$ cat config.mk
export PLATFORM = sky130hd
export DESIGN_NAME = ir_byte_transceiver_even_parity_top
export DESIGN_NICKNAME = d
export VERILOG_FILES = /design/src/design/irbt_pkg.sv /design/src/design/ir_byte_transceiver_even_parity_top.sv /design/src/design/irbt_tx.sv /design/src/design/irbt_rx.sv
export SDC_FILE = /design/constraint.sdc
export NUM_CORES = 1
export LEC_CHECK = 0
export ABC_AREA = 1
export BUFFER_PORTS_ARGS = -buffer_cell sky130_fd_sc_hd__buf_2
export CAP_MARGIN = 20
export CORE_ASPECT_RATIO = 0.9
export CORE_MARGIN = 3
export CORE_UTILIZATION = 52
export CTS_CLUSTER_DIAMETER = 30
export CTS_CLUSTER_SIZE = 30
export DETAILED_ROUTE_END_ITERATION = 8
export PLACE_DENSITY = 0.7
export SYNTH_ARGS = -nofsm -noshare
export SYNTH_HDL_FRONTEND = slang
export SYNTH_SLANG_ARGS = --single-unit
$ cat constraint.sdc
create_clock -name clk -period 5.9 [get_ports clk]
set_clock_uncertainty 0.15 [all_clocks]
set_input_delay 0.295 -clock clk [delete_from_list [all_inputs] [get_ports clk]]
set_output_delay 0.295 -clock clk [all_outputs]
set_load 0.05 [all_outputs]
$ cat src/design/irbt_pkg.sv
// ----------------------------------------------------------------------------
// irbt_pkg
// Shared types and constants for the infrared byte transceiver (8E1 frame).
// ----------------------------------------------------------------------------
package irbt_pkg;

  localparam int CFG_WIDTH  = 16;
  localparam int BYTE_WIDTH = 8;

  localparam logic [15:0] BIT_TICKS_RST   = 16'd1000;
  localparam logic [15:0] START_DELAY_RST = 16'd500;

  localparam logic [3:0] FRAME_BITS = 4'd12;
  localparam logic [3:0] RX_BITS    = 4'd10;

  typedef enum logic [2:0] {
    REQ_TICK        = 3'd0,
    REQ_SEND        = 3'd1,
    REQ_TAKE        = 3'd2,
    REQ_CARRIER_ON  = 3'd3,
    REQ_CARRIER_OFF = 3'd4
  } req_t;

  typedef enum logic {
    CFG_BIT_TICKS   = 1'b0,
    CFG_START_DELAY = 1'b1
  } cfg_idx_t;

  typedef enum logic [1:0] {
    RX_HUNT   = 2'd0,
    RX_DELAY  = 2'd1,
    RX_SAMPLE = 2'd2
  } rx_mode_t;

  typedef struct packed {
    logic                  step;
    logic                  send;
    logic                  carrier_set;
    logic                  carrier_val;
    logic [BYTE_WIDTH-1:0] data;
  } tx_ctrl_t;

  typedef struct packed {
    logic active;
    logic active_nxt;
    logic line_nxt;
    logic steady_nxt;
  } tx_stat_t;

  typedef struct packed {
    logic step;
    logic take;
    logic steady;
    logic level;
  } rx_ctrl_t;

  typedef struct packed {
    logic                  idle;
    logic                  busy_nxt;
    logic                  valid_nxt;
    logic                  frame_err;
    logic [BYTE_WIDTH-1:0] byte_out;
  } rx_stat_t;

endpackage

$ cat src/design/ir_byte_transceiver_even_parity_top.sv
// ----------------------------------------------------------------------------
// ir_byte_transceiver_even_parity_top
// Infrared byte transceiver with an 8E1 frame, stepped once per timer tick.
// ----------------------------------------------------------------------------
// Usage:
//   Each request on the in_ channel is one timer tick carrying a request code,
//   a byte to send and the receiver pin level. Each request gives exactly one
//   result on the out_ channel with the line drive, busy flags, the held
//   received byte, the accept flag, a frame error pulse and the carrier sense.
//   A request is registered at the input, decoded against the transmit and
//   receive state in one pass, and the result is registered: a request passes
//   the input register and then the result register before out_valid shows
//   its result, and one request per cycle is taken while out_stall stays low.
//   When out_stall is high the result holds and one more request is taken
//   into the input register; after that in_stall rises until the result is
//   taken.
//   cfg_we writes bit_ticks (index 0) or start_delay_ticks (index 1); write
//   only while no request is in flight.
//   Reset (rst_n low, synchronous) empties both registers, sets the line low,
//   ends any frame, drops the held byte and restores bit_ticks to 1000 and
//   start_delay_ticks to 500.
// ----------------------------------------------------------------------------
module ir_byte_transceiver_even_parity_top #(
  parameter int TIMER_WIDTH = 16
) (
  input  logic        clk,
  input  logic        rst_n,
  input  logic        cfg_we,
  input  logic        cfg_index,
  input  logic [15:0] cfg_data,
  input  logic        in_valid,
  output logic        in_stall,
  input  logic [2:0]  in_req_type,
  input  logic [7:0]  in_tx_byte,
  input  logic        in_rx_level,
  output logic        out_valid,
  input  logic        out_stall,
  output logic        out_tx_drive,
  output logic        out_tx_busy,
  output logic        out_rx_busy,
  output logic        out_rx_valid,
  output logic [7:0]  out_rx_byte,
  output logic        out_accepted,
  output logic        out_frame_error,
  output logic        out_carrier_sensed
);

  logic [15:0] bit_ticks_r, start_delay_r;

  logic                in_valid_r;
  irbt_pkg::req_t      req_r;
  logic [7:0]          tx_byte_r;
  logic                rx_level_r;

  logic                out_valid_r;
  logic                tx_drive_r, tx_busy_r, rx_busy_r, rx_valid_r;
  logic [7:0]          rx_byte_r;
  logic                accepted_r, frame_error_r, carrier_sensed_r;

  logic                advance;
  logic                acc;
  irbt_pkg::tx_ctrl_t  tx_ctrl;
  irbt_pkg::tx_stat_t  tx_stat;
  irbt_pkg::rx_ctrl_t  rx_ctrl;
  irbt_pkg::rx_stat_t  rx_stat;

  assign advance  = in_valid_r && (!out_valid_r || !out_stall);
  assign in_stall = in_valid_r && !advance;

  // config registers
  always_ff @(posedge clk) begin
    if (!rst_n) begin
      bit_ticks_r   <= irbt_pkg::BIT_TICKS_RST;
      start_delay_r <= irbt_pkg::START_DELAY_RST;
    end else if (cfg_we) begin
      case (irbt_pkg::cfg_idx_t'(cfg_index))
        irbt_pkg::CFG_BIT_TICKS:   bit_ticks_r   <= cfg_data;
        irbt_pkg::CFG_START_DELAY: start_delay_r <= cfg_data;
        default: ;
      endcase
    end
  end

  // input register
  always_ff @(posedge clk) begin
    if (!rst_n) begin
      in_valid_r <= 1'b0;
    end else if (in_valid && !in_stall) begin
      in_valid_r <= 1'b1;
    end else if (advance) begin
      in_valid_r <= 1'b0;
    end
  end

  always_ff @(posedge clk) begin
    if (in_valid && !in_stall) begin
      req_r      <= irbt_pkg::req_t'(in_req_type);
      tx_byte_r  <= in_tx_byte;
      rx_level_r <= in_rx_level;
    end
  end

  // request decode
  always_comb begin
    acc                 = 1'b0;
    tx_ctrl.step        = advance;
    tx_ctrl.send        = 1'b0;
    tx_ctrl.carrier_set = 1'b0;
    tx_ctrl.carrier_val = (req_r == irbt_pkg::REQ_CARRIER_ON);
    tx_ctrl.data        = tx_byte_r;
    rx_ctrl.step        = advance;
    rx_ctrl.take        = 1'b0;
    rx_ctrl.level       = rx_level_r;
    case (req_r)
      irbt_pkg::REQ_TICK: begin
        acc = 1'b1;
      end
      irbt_pkg::REQ_SEND: begin
        acc          = !tx_stat.active;
        tx_ctrl.send = !tx_stat.active;
      end
      irbt_pkg::REQ_TAKE: begin
        acc          = rx_stat.idle;
        rx_ctrl.take = rx_stat.idle;
      end
      irbt_pkg::REQ_CARRIER_ON, irbt_pkg::REQ_CARRIER_OFF: begin
        acc                 = !tx_stat.active && rx_stat.idle;
        tx_ctrl.carrier_set = !tx_stat.active && rx_stat.idle;
      end
      default: begin
        acc = 1'b0;
      end
    endcase
    rx_ctrl.steady = tx_stat.steady_nxt;
  end

  irbt_tx #(
    .TIMER_WIDTH(TIMER_WIDTH)
  ) u_tx (
    .clk       (clk),
    .rst_n     (rst_n),
    .ctrl      (tx_ctrl),
    .bit_ticks (bit_ticks_r),
    .stat      (tx_stat)
  );

  irbt_rx #(
    .TIMER_WIDTH(TIMER_WIDTH)
  ) u_rx (
    .clk         (clk),
    .rst_n       (rst_n),
    .ctrl        (rx_ctrl),
    .bit_ticks   (bit_ticks_r),
    .start_delay (start_delay_r),
    .stat        (rx_stat)
  );

  // result register
  always_ff @(posedge clk) begin
    if (!rst_n) begin
      out_valid_r <= 1'b0;
    end else if (advance) begin
      out_valid_r <= 1'b1;
    end else if (!out_stall) begin
      out_valid_r <= 1'b0;
    end
  end

  always_ff @(posedge clk) begin
    if (advance) begin
      tx_drive_r       <= tx_stat.line_nxt;
      tx_busy_r        <= tx_stat.active_nxt;
      rx_busy_r        <= rx_stat.busy_nxt;
      rx_valid_r       <= rx_stat.valid_nxt;
      rx_byte_r        <= rx_stat.byte_out;
      accepted_r       <= acc;
      frame_error_r    <= rx_stat.frame_err;
      carrier_sensed_r <= !rx_level_r;
    end
  end

  assign out_valid          = out_valid_r;
  assign out_tx_drive       = tx_drive_r;
  assign out_tx_busy        = tx_busy_r;
  assign out_rx_busy        = rx_busy_r;
  assign out_rx_valid       = rx_valid_r;
  assign out_rx_byte        = rx_byte_r;
  assign out_accepted       = accepted_r;
  assign out_frame_error    = frame_error_r;
  assign out_carrier_sensed = carrier_sensed_r;

endmodule

$ cat src/design/irbt_tx.sv
// ----------------------------------------------------------------------------
// irbt_tx
// Transmit side: frame shifter, bit timer, line level and steady carrier.
// ----------------------------------------------------------------------------
module irbt_tx #(
  parameter int TIMER_WIDTH = 16
) (
  input  logic                          clk,
  input  logic                          rst_n,
  input  irbt_pkg::tx_ctrl_t            ctrl,
  input  logic [irbt_pkg::CFG_WIDTH-1:0] bit_ticks,
  output irbt_pkg::tx_stat_t            stat
);

  localparam int CW = (TIMER_WIDTH > irbt_pkg::CFG_WIDTH) ? TIMER_WIDTH : irbt_pkg::CFG_WIDTH;

  logic [11:0]            shift_r, shift_nxt;
  logic [3:0]             count_r, count_nxt;
  logic [TIMER_WIDTH-1:0] timer_r, timer_nxt;
  logic                   active_r, active_nxt;
  logic                   line_r, line_nxt;
  logic                   steady_r, steady_nxt;

  logic [TIMER_WIDTH-1:0]        timer_inc;
  logic [3:0]                    count_inc;
  logic [irbt_pkg::CFG_WIDTH-1:0] period;

  always_comb begin
    shift_nxt  = shift_r;
    count_nxt  = count_r;
    timer_nxt  = timer_r;
    active_nxt = active_r;
    line_nxt   = line_r;
    steady_nxt = steady_r;
    period     = (bit_ticks == '0) ? irbt_pkg::CFG_WIDTH'(1) : bit_ticks;

    // request first
    if (ctrl.send) begin
      steady_nxt = 1'b0;
      line_nxt   = 1'b0;
      shift_nxt  = {1'b0, 1'b1, ^ctrl.data, ctrl.data, 1'b1};
      count_nxt  = '0;
      timer_nxt  = '0;
      active_nxt = 1'b1;
    end
    if (ctrl.carrier_set) begin
      steady_nxt = ctrl.carrier_val;
      line_nxt   = ctrl.carrier_val;
    end

    // bit timer
    timer_inc = timer_nxt + TIMER_WIDTH'(1);
    count_inc = count_nxt + 4'd1;
    if (active_nxt) begin
      timer_nxt = timer_inc;
      if (CW'(timer_inc) >= CW'(period)) begin
        timer_nxt = '0;
        line_nxt  = shift_nxt[0];
        shift_nxt = {1'b0, shift_nxt[11:1]};
        count_nxt = count_inc;
        if (count_inc >= irbt_pkg::FRAME_BITS) begin
          active_nxt = 1'b0;
        end
      end
    end

    stat.active     = active_r;
    stat.active_nxt = active_nxt;
    stat.line_nxt   = line_nxt;
    stat.steady_nxt = steady_nxt;
  end

  always_ff @(posedge clk) begin
    if (!rst_n) begin
      shift_r  <= '0;
      count_r  <= '0;
      timer_r  <= '0;
      active_r <= 1'b0;
      line_r   <= 1'b0;
      steady_r <= 1'b0;
    end else if (ctrl.step) begin
      shift_r  <= shift_nxt;
      count_r  <= count_nxt;
      timer_r  <= timer_nxt;
      active_r <= active_nxt;
      line_r   <= line_nxt;
      steady_r <= steady_nxt;
    end
  end

endmodule

$ cat src/design/irbt_rx.sv
// ----------------------------------------------------------------------------
// irbt_rx
// Receive side: start edge hunt, start delay, ten samples, parity and stop check.
// ----------------------------------------------------------------------------
module irbt_rx #(
  parameter int TIMER_WIDTH = 16
) (
  input  logic                          clk,
  input  logic                          rst_n,
  input  irbt_pkg::rx_ctrl_t            ctrl,
  input  logic [irbt_pkg::CFG_WIDTH-1:0] bit_ticks,
  input  logic [irbt_pkg::CFG_WIDTH-1:0] start_delay,
  output irbt_pkg::rx_stat_t            stat
);

  localparam int CW = (TIMER_WIDTH > irbt_pkg::CFG_WIDTH) ? TIMER_WIDTH : irbt_pkg::CFG_WIDTH;

  irbt_pkg::rx_mode_t mode_r, mode_nxt;
  logic [TIMER_WIDTH-1:0] timer_r, timer_nxt;
  logic [3:0]             count_r, count_nxt;
  logic [9:0]             shift_r, shift_nxt;
  logic [7:0]             hold_r, hold_nxt;
  logic                   valid_r, valid_nxt;
  logic                   prev_r;
  logic                   ferr;

  logic [TIMER_WIDTH-1:0]        timer_inc;
  logic [3:0]                    count_inc;
  logic [9:0]                    sample_bit;
  logic [irbt_pkg::CFG_WIDTH-1:0] period;

  always_comb begin
    mode_nxt   = mode_r;
    timer_nxt  = timer_r;
    count_nxt  = count_r;
    shift_nxt  = shift_r;
    hold_nxt   = hold_r;
    valid_nxt  = ctrl.take ? 1'b0 : valid_r;
    ferr       = 1'b0;
    period     = (bit_ticks == '0) ? irbt_pkg::CFG_WIDTH'(1) : bit_ticks;
    timer_inc  = timer_r + TIMER_WIDTH'(1);
    count_inc  = count_r + 4'd1;
    sample_bit = 10'(!ctrl.level) << count_r;

    case (mode_r)
      irbt_pkg::RX_HUNT: begin
        if (!valid_nxt && !ctrl.steady && prev_r && !ctrl.level) begin
          count_nxt = '0;
          shift_nxt = '0;
          timer_nxt = '0;
          mode_nxt  = (start_delay == '0) ? irbt_pkg::RX_SAMPLE : irbt_pkg::RX_DELAY;
        end
      end
      irbt_pkg::RX_DELAY: begin
        timer_nxt = timer_inc;
        if (CW'(timer_inc) >= CW'(start_delay)) begin
          mode_nxt  = irbt_pkg::RX_SAMPLE;
          timer_nxt = '0;
        end
      end
      irbt_pkg::RX_SAMPLE: begin
        timer_nxt = timer_inc;
        if (CW'(timer_inc) >= CW'(period)) begin
          timer_nxt = '0;
          shift_nxt = shift_r | sample_bit;
          count_nxt = count_inc;
          if (count_inc >= irbt_pkg::RX_BITS) begin
            mode_nxt = irbt_pkg::RX_HUNT;
            if ((shift_nxt[8] == ^shift_nxt[7:0]) && shift_nxt[9]) begin
              hold_nxt  = shift_nxt[7:0];
              valid_nxt = 1'b1;
            end else begin
              ferr = 1'b1;
            end
          end
        end
      end
      default: begin
        mode_nxt = irbt_pkg::RX_HUNT;
      end
    endcase

    stat.idle      = (mode_r == irbt_pkg::RX_HUNT);
    stat.busy_nxt  = (mode_nxt != irbt_pkg::RX_HUNT);
    stat.valid_nxt = valid_nxt;
    stat.frame_err = ferr;
    if (ctrl.take) begin
      stat.byte_out = valid_r ? hold_r : '0;
    end else begin
      stat.byte_out = valid_nxt ? hold_nxt : '0;
    end
  end

  always_ff @(posedge clk) begin
    if (!rst_n) begin
      mode_r  <= irbt_pkg::RX_HUNT;
      timer_r <= '0;
      count_r <= '0;
      shift_r <= '0;
      hold_r  <= '0;
      valid_r <= 1'b0;
      prev_r  <= 1'b1;
    end else if (ctrl.step) begin
      mode_r  <= mode_nxt;
      timer_r <= timer_nxt;
      count_r <= count_nxt;
      shift_r <= shift_nxt;
      hold_r  <= hold_nxt;
      valid_r <= valid_nxt;
      prev_r  <= ctrl.level;
    end
  end

endmodule

After elaboration in Yosys (flattened, before gate mapping)
Cells that the tools add are included.
Operators by class
  shift operators: 1
  equal/unequal tests: 10
  bitwise operators: 2
  $add $sub $neg: 4
  order comparisons: 5
  mux-type cells: 57
  reductions and logical operators: 33
Operator list (count)
  $mux 16: 7
  $mux 8: 7
  $ge 16x16->1: 3
  $pmux 16 s3: 1
  $mux 12: 3
  $add 16x1->16 const B: 2
  $logic_not 16->1: 2
  $mux 1: 23
  $mux 10: 2
  $mux 4: 5
  $pmux 10 s2: 1
  $reduce_xor 8->1: 2
  $mux 2: 5
  $or 10x10->10: 1
  $shl 1x4->10: 1
  $add 4x1->4 const B: 2
  $ge 4x4->1 const B: 2
  $logic_and 1x1->1: 8
  $logic_not 1->1: 8
  $pmux 4 s2: 1
  $eq 3x2->1 const B: 2
  $ne 2x1->1 const B: 3
  $pmux 2 s3: 1
  $reduce_and 3->1: 2
  other kinds (15): 18
Word-level totals
  register bits: 138
  word-level logic and storage cells: 140

Logic depth before layout (Yosys ltp)
Gate-level depths: netlist of run 1.
  depth after elaboration: 12
  depth in mapped cells: 29
  gate-level depth less buffers: 27

Hierarchy
Synthesis of run 1 repeated with hierarchy kept, for this count alone.
Unflattened totals
  cells, all modules: 1216
  area, all modules: 8503.2 µm²
By module, submodules not included
  irbt_rx: instances 1, area an instance 3584.7 µm², cells an instance 569
  irbt_tx: instances 1, area an instance 2780.2 µm², cells an instance 449
  ir_byte_transceiver_even_parity_top: instances 1, area an instance 2138.3 µm², cells an instance 198

Worst setup path before layout of run 1
No wires, ideal clock.
  path kind: flip-flop to flip-flop
  start: register req_r[0]
  end: register u_tx.shift_r[5]
  clock period less this slack: 3.794 ns
  arrival: 3.512 ns
  cell stages (with the launch flop): 28
  library setup time: 0.132 ns
  required time: 5.618 ns
  path buffers: 2
  path slack: 2.106 ns
  cells stage by stage: edfxtp_1 > inv_2 > nor2_4 > nand3_2 > inv_1 > clkbuf_1 > nor2_1 > ha_1 > nand3_1 > nor2_1 > nand2_1 > nor3_1 > inv_1 > nor2_1 > nand3_1 > nand2_1 > inv_1 > ha_1 > nand4_1 > nor2_1 > nand3_1 > nand3_1 > nand2_1 > inv_1 > clkbuf_1 > nand2_1 > nand3_1 > a21oi_1
On the way
  cells in the longest elaborated chain, start to end: 7
  elaborated cells on any way between the ends: 9
RTL lines
  from (decl): RTL line ir_byte_transceiver_even_parity_top.sv:51  | irbt_pkg::req_t req_r;
  from (signal assigned): RTL line ir_byte_transceiver_even_parity_top.sv:97  | req_r <= irbt_pkg::req_t'(in_req_type);
  $eq 3x1->1 *: RTL line ir_byte_transceiver_even_parity_top.sv:114  | case (req_r)
  $mux 1 *: RTL line ir_byte_transceiver_even_parity_top.sv:114
  $mux 16: RTL line irbt_tx.sv:38  | if (ctrl.send) begin
  $add 16x1->16: RTL line irbt_tx.sv:52  | timer_inc = timer_nxt + TIMER_WIDTH'(1);
  $ge 16x16->1: RTL line irbt_tx.sv:56  | if (CW'(timer_inc) >= CW'(period)) begin
  $mux 12: RTL line irbt_tx.sv:56
  $mux 12 *: RTL line irbt_tx.sv:54  | if (active_nxt) begin
  to (signal assigned): RTL line irbt_tx.sv:82  | shift_r <= shift_nxt;
  to (decl): RTL line irbt_tx.sv:17  | logic [11:0] shift_r, shift_nxt;
Mark *: on every way between the ends. The rest lies on a longest branch, timed or not.
A chain may end at the register's enable or synchronous reset.

Worst setup path after layout of run 1
  start: register req_r[0]
  end: register u_tx.count_r[0]
On the way
  cells in the longest elaborated chain, start to end: 7
  elaborated cells on any way between the ends: 10
RTL lines
  $eq 3x1->1 *: RTL line ir_byte_transceiver_even_parity_top.sv:114
  $mux 1 *: RTL line ir_byte_transceiver_even_parity_top.sv:114
  $mux 16: RTL line irbt_tx.sv:38
  $add 16x1->16: RTL line irbt_tx.sv:52
  $ge 16x16->1: RTL line irbt_tx.sv:56
  $mux 4: RTL line irbt_tx.sv:56
  $mux 4 *: RTL line irbt_tx.sv:54
  to (signal assigned): RTL line irbt_tx.sv:83  | count_r <= count_nxt;
  to (decl): RTL line irbt_tx.sv:18  | logic [3:0] count_r, count_nxt;
Marks and branches as above.

==> impl_metrics.tcl, run 1 <==
set metrics [dict create \
    die_width_um 137 \
    yosysWarningCount 0 \
    synth_top_cell_area_share_pct 27.5 \
    drt_pre_antenna_iters 5 \
    cp_dominant_cell_by_count "nand2_1" \
    unrepaired_setup_endpoints_after_global_routing "no" \
    vdd_ir_drop_max_v 0.000213 \
    floorplan.die_area_sq_um 17100 \
    grt_first_pass_wirelength_mm 33.0 \
    yosys_most_used_dff "dfxtp_1" \
    drc_errors 0 \
    pin_count_of_the_biggest_net_entering_global_routing 59 \
    detailed_route_wire_length_mm 19.7 \
    syn_to_final_growth_pct 14.6 \
    whs_endpoint "bit_ticks_r[0]" \
    final-hold-violation-count 0 \
    critical-path-max-stage-delay_ns 0.46 \
    timing.final.ws_setup_ns 1.23 \
    pwr_density_cell_nw_per_um2 259 \
    detail_route.wl_per_cell_um 14.4 \
    maxSlewHeadroom_pct 42.2 \
    postRouteAntennaNets 0 \
    cts_made_buffers 17 \
    timing.critical_path.fanout_max 31 \
    crit_type "reg -> reg" \
    nets 1251 \
    synthDistinctLibCells 48 \
    final.period_utilization_pct 79.2 \
    yosys.area.top_type "dfxtp_1" \
    placement.io_buffers 50 \
    post-layout-total-power_w 0.00241 \
    drt_iter0_markers 637 \
    clk_root_buffer_cell "clkbuf_16" \
    cap_violations 0 \
    setup-tns-final_ns 0 \
    synth-edff-count 27 \
    clock_path_buffers 2 \
    initial_utilization_pct 54.0 \
    worstRegToRegCells 27 \
    dpl_worst_slack_ns 1.39 \
    final_max_slew_viol_count 0 \
    worst_setup_path_end_kind "flip-flop" \
    mapped_nets 1193 \
    yosys.cell_count.top_type "nand2_1" \
    grt_pass1_vias 6682 \
    h-tree-depth 4 \
    dieHeight_um 124 \
    worst_ep_arrival_time_ns 4.83 \
    reg_to_reg_start "req_r[0]" \
    worstSkewPairLatency_ns 0.42 \
    max_slew.worst_pin.slew_ns 0.864 \
    critical_path.slowest_cell "edfxtp_1" \
    place.detailed.hpwl_mm 13.7 \
    fraction_of_registers_with_async_set_reset_pct 0 \
    holdWs_ns 0.0216 \
    regToRegEndpoint "u_tx.count_r[0]" \
    finalSetupViolations 0 \
    worst_hold_path.num_cells 3 \
    critPathTopFamily "simple AND/OR/NAND/NOR gates" \
    synth.cell_area_sq_um 8090 \
    io_pins 51 \
    yosysSeqAreaShare_pct 37.5 \
    grt.overflow.total 0 \
    critPathRequiredTime_ns 6.06 \
    cts_tree "done" \
    p_leak_nw 4.28 \
    vias 7282 \
    drt-vias-per-instance 5.31 \
    worstSetupStartpointType "flip-flop" \
    cts-resized-gates 0 \
    max_freq_mhz 214 \
    final_layout_size_suffix_gt1_share_pct 9.72 \
    clkTransAtPathRegs_ns 0.06 \
    postSynthRegisterBits 138 \
    fp.coreArea_sq_um 15000 \
    internal_reg_to_reg_setup_slack_ns 1.23 \
    synth_commonest_cells "nand2_1 (250), inv_1 (139), dfxtp_1 (111)" \
    cp.buffers_inverters 7 \
    gp_congestion 0.887 \
    antenna_cells_inserted 0 \
    outcome "completed" \
    grt.total_usage_pct 23.8 \
    worst_hold_startpoint "cfg_data[0]" \
    holdBufCountCts 21 \
    tritoncts_num_sinks 138 \
    post-route-min-period_ns 4.67 \
    post_synthesis_area_per_instance_sq_um 7.34 \
    grt_antenna_before_repair 0 \
    core.rowCount 42 \
    cts_post_setup_buffers_inserted 0 \
    yosys-top-cells-area "dfxtp_1 (27%), nand2_1 (12%), edfxtp_1 (10%)" \
    synthesis.instances 1102 \
    worst_hold_path_type "in -> reg" \
]
worst register-to-register path: cells and delay by family (launching register included):
| family | cells | cell delay, ns |
|---|---|---|
| adder cells (fa/ha/maj) | 1 | 0.28 |
| flip-flops | 1 | 0.46 |
| buffers and inverters | 7 | 1.20 |
| AO/OA/AOI/OAI | 4 | 0.48 |
| AND/OR/NAND/NOR | 15 | 1.99 |
how the worst max path moves through the flow:
stage                       to  startpoint  slack (ns)  cells after the start
6_report       u_tx.count_r[0]    req_r[0]        1.23                     27
5_1_grt        u_tx.shift_r[6]    req_r[0]        0.78                     24
3_3_place_gp   u_tx.count_r[0]    req_r[0]        1.51                     25
2_1_floorplan  u_tx.shift_r[5]    req_r[0]        2.11                     27
4_1_cts        u_tx.count_r[0]    req_r[0]        1.27                     27
3_5_place_dp   u_tx.count_r[0]    req_r[0]        1.39                     25
cells in the final DEF, fill, tap and decap left out, types with 2 or more instances in the layout:
| cell | Yosys | layout |
|---|---|---|
| clkinvlp_4 | 0 | 3 |
| o31ai_1 | 2 | 2 |
| buf_4 | 1 | 6 |
| bufinv_16 | 0 | 2 |
| a211oi_1 | 2 | 2 |
| clkinv_1 | 2 | 3 |
| xnor2_1 | 12 | 12 |
| inv_2 | 4 | 4 |
| nand3_4 | 2 | 2 |
| nand2_1 | 250 | 250 |
| o21bai_2 | 2 | 2 |
| nor2_2 | 4 | 3 |
| mux2i_1 | 9 | 9 |
| nor2_4 | 2 | 3 |
| nand3_2 | 4 | 4 |
| a21oi_1 | 108 | 108 |
| nor3_1 | 6 | 6 |
| nand3_1 | 86 | 86 |
| a22oi_1 | 6 | 6 |
| dlygate4sd3_1 | 0 | 21 |
| buf_2 | 5 | 50 |
| xor2_1 | 19 | 19 |
| clkinv_4 | 0 | 3 |
| inv_6 | 0 | 3 |
| o211ai_1 | 18 | 18 |
| clkbuf_16 | 0 | 17 |
| o21ai_0 | 54 | 54 |
| inv_1 | 139 | 139 |
| nand3b_1 | 2 | 2 |
| edfxtp_1 | 27 | 27 |
| nor2_1 | 85 | 85 |
| dfxtp_1 | 111 | 111 |
| ha_1 | 57 | 57 |
| nand2_2 | 3 | 3 |
| nor4_1 | 11 | 11 |
| nand4_1 | 21 | 21 |
routing by layer:
metal	global-route usage (%)	vias to the layer above	wire length, um
met5	0	-	0
met3	4.52	31	1070
li1	-	3780	-
met4	7.45	0	309
met1	35.1	3285	9590
met2	35.0	186	8730
final cells by class:
type                            count  area, sq um
Fill cell                        1361         5700
Inverter                          145          544
Clock buffer                       19          443
Sequential cell                   138         3030
Clock inverter                     13          144
Multi-Input combinational cell    781         4360
Tap cell                          198          248
Timing Repair Buffer               77          505
power by group:
group	leakage (nW)	internal, W	switching, W
clock	0.278	0.000637	0.000438
sequential	1.16	0.00100	0.0000259
combinational	2.84	0.0000968	0.000206
cells by family after synthesis:
family / after synthesis / synth area share (%)
and+or+nand+nor: 482 / 26.5
AOI/OAI and AO/OA: 202 / 14.1
buffers and inverters: 183 / 8.71
DFF: 138 / 37.5
adders and majority gates: 57 / 8.82
xor gates and xnor gates: 31 / 3.36
muxes: 9 / 1.11
state kept, by name (all words and copies together) (netlist names), 2 cells and up:
signal,cells
bit_ticks_r,16
out_rx_byte,8
req_r,3
start_delay_r,16
tx_byte_r,8
u_rx.count_r,4
u_rx.hold_r,8
u_rx.mode_r,2
u_rx.shift_r,10
u_rx.timer_r,16
u_tx.count_r,4
u_tx.shift_r,12
u_tx.timer_r,16
per-stage QoR:
stage / utilization [%] / instances / instance area, sq um
after floorplan: - / 1102 / 8090
after global placement: 56.6 / 1318 / 8480
after detailed placement: 56.6 / 1318 / 8480
after CTS: 61.9 / 1371 / 9280
after global routing: 61.9 / 1371 / 9280
final: 61.9 / 1371 / 9280
Power figures use the tool's default switching activity.
==> run 2, diff against run 1 <==
--- a/config.mk
+++ b/config.mk
@@ -14,7 +14,7 @@
 export CTS_CLUSTER_DIAMETER = 30
 export CTS_CLUSTER_SIZE = 30
 export DETAILED_ROUTE_END_ITERATION = 8
-export PLACE_DENSITY = 0.7
+export PLACE_DENSITY = 0.73
 export SYNTH_ARGS = -nofsm -noshare
 export SYNTH_HDL_FRONTEND = slang
 export SYNTH_SLANG_ARGS = --single-unit
==> constraint.sdc (replaced) <==
create_clock -name clk -period 4 [get_ports clk]
set_clock_uncertainty 0.15 [all_clocks]
set_input_delay 0.2 -clock clk [delete_from_list [all_inputs] [get_ports clk]]
set_output_delay 0.2 -clock clk [all_outputs]
set_load 0.05 [all_outputs]
==> impl_metrics.tcl, run 2 (synthesized netlist as in run 1, its figures left out) <==
set metrics [dict create \
    crit_type "reg -> reg" \
    drt_pre_antenna_iters 6 \
    maxSlewHeadroom_pct 58.6 \
    final.period_utilization_pct 93.2 \
    final_common_cell "nand2_1" \
    clkTransAtPathRegs_ns 0.06 \
    final_core_utilization_pct 63.8 \
    worst_hold_path.num_cells 4 \
    timing.critical_path.fanout_max 8 \
    tritoncts_num_sinks 138 \
    drt_iter0_markers 572 \
    mostFrequentLayoutCells "nand2_1 (248), inv_1 (138), dfxtp_1 (109), a21oi_1 (106), nand3_1 (82)" \
    gp_congestion 0.921 \
    reg_to_reg_start "req_r[0]" \
    grt_first_pass_wirelength_mm 33.1 \
    vias 7529 \
    vdd_ir_drop_max_v 0.000322 \
    drt-vias-per-instance 5.39 \
    max_freq_mhz 268 \
    die_width_um 137 \
    place.detailed.hpwl_mm 13.8 \
    worst_ep_arrival_time_ns 3.86 \
    p_leak_nw 4.42 \
    dieHeight_um 124 \
    detailed_route_wire_length_mm 20.0 \
    grt_pass1_vias 6866 \
    antenna_cells_inserted 0 \
    pwr_density_cell_nw_per_um2 364 \
    initial_utilization_pct 54.0 \
    floorplan.die_area_sq_um 17100 \
    final_layout_size_suffix_gt1_share_pct 12.8 \
    drc_errors 0 \
    grt_antenna_before_repair 0 \
    worstSetupStartpointType "flip-flop" \
    cts_made_buffers 17 \
    dpl_worst_slack_ns 0.152 \
    placement.io_buffers 50 \
    grt.overflow.total 0 \
    outcome "completed" \
    max_slew.worst_pin.slew_ns 0.621 \
    worst_hold_path_type "in -> reg" \
    fp.coreArea_sq_um 15000 \
    io_pins 51 \
    syn_to_final_growth_pct 18.2 \
    cts_tree "done" \
    worstSkewPairLatency_ns 0.43 \
    grt.total_usage_pct 24.0 \
    cap_violations 0 \
    clk_root_buffer_cell "clkbuf_16" \
    core.rowCount 42 \
    critical_path.startpoint "req_r[0]" \
    worst_setup_path_end_kind "flip-flop" \
    timing.final.ws_setup_ns 0.270 \
    finalSetupViolations 0 \
    postRouteAntennaNets 0 \
    h-tree-depth 4 \
    holdWs_ns 0.118 \
    detail_route.wl_per_cell_um 14.3 \
    clock_path_buffers 2 \
    final_max_slew_viol_count 0 \
    worstRegToRegCells 24 \
    worst_hold_startpoint "cfg_index" \
    critPathRequiredTime_ns 4.13 \
    post-route-min-period_ns 3.73 \
    pin_count_of_the_biggest_net_entering_global_routing 53 \
    nets 1276 \
    final-hold-violation-count 0 \
]
## run 2: cell count changes in the layout (fill, tap and decap cells not counted), moves of 4 or more
cell,before,now
nand3_2,4,9
buf_4,6,20
nand3_1,86,82
dlygate4sd3_1,21,30
nor2_2,3,8
nor2_1,85,78
## run 2: what timing repair did
item	4_1_cts	5_1_grt
endpoints found under the hold margin	46	0
setup endpoints to repair	0	84
buffers inserted	0	1
hold buffers	30	0
resized for setup	0	29
## run 2: final cells by class
| type | instances | area [sq um] |
|---|---|---|
| well taps | 198 | 248 |
| repair buffers | 101 | 712 |
| flip-flops and latches | 138 | 3040 |
| clock buffers | 21 | 472 |
| clock inverters | 11 | 86.3 |
| multi-input cells | 782 | 4460 |
| fillers | 1285 | 5420 |
| inverters | 145 | 548 |
## run 2: power by group
group,internal [W],switching [W],total [W]
clock network,0.000856,0.000635,0.00149
logic,0.000158,0.000310,0.000468
registers,0.00148,0.0000371,0.00152
## run 2: final timing paths
kind	slack, ns	endpoint
setup / recovery	0.27	u_tx.timer_r[7]
hold / removal	0.12	bit_ticks_r[9]
setup reg to reg	0.27	u_tx.timer_r[7]
hold reg to reg	0.31	u_tx.shift_r[2]
## run 2: worst max-delay path, stage by stage (launching register included)
cell,delay (ns)
edfxtp_1,0.40
inv_2,0.09
nor2_4,0.04
nand3_2,0.07
inv_1,0.07
nor2_2,0.14
ha_2,0.24
nand3_1,0.12
nor2_1,0.19
nand2_1,0.13
nor3_1,0.16
inv_1,0.10
nor2_2,0.10
nand3_1,0.09
nand2_1,0.08
inv_1,0.05
ha_1,0.26
nand4_1,0.12
nor2_1,0.16
nand3_1,0.10
nand3_2,0.11
buf_4,0.17
clkinvlp_4,0.20
a21oi_2,0.19
a211oi_1,0.06
## run 2: metal layers
layer	GRT usage (%)	part of all wire [%]	vias up	wire length, um
li1	-	-	3835	-
met1	34.1	47	3450	9370
met2	37.0	46	218	9270
met3	4.77	5.1	26	1020
met4	6.75	1.5	0	297
met5	0	0	-	0
## run 2: through the flow
| step | power, W | area [sq um] | setup TNS [ns] | instances |
|---|---|---|---|---|
| 2_1_floorplan | 0.00186 | 8090 | 0 | 1102 |
| 3_3_place_gp | 0.00197 | 8580 | 0 | 1332 |
| 3_5_place_dp | 0.00198 | 8580 | 0 | 1332 |
| 4_1_cts | 0.00349 | 9440 | 0 | 1394 |
| 5_1_grt | 0.00362 | 9560 | -0.419 | 1396 |
| 6_report | 0.00348 | 9560 | 0 | 1396 |
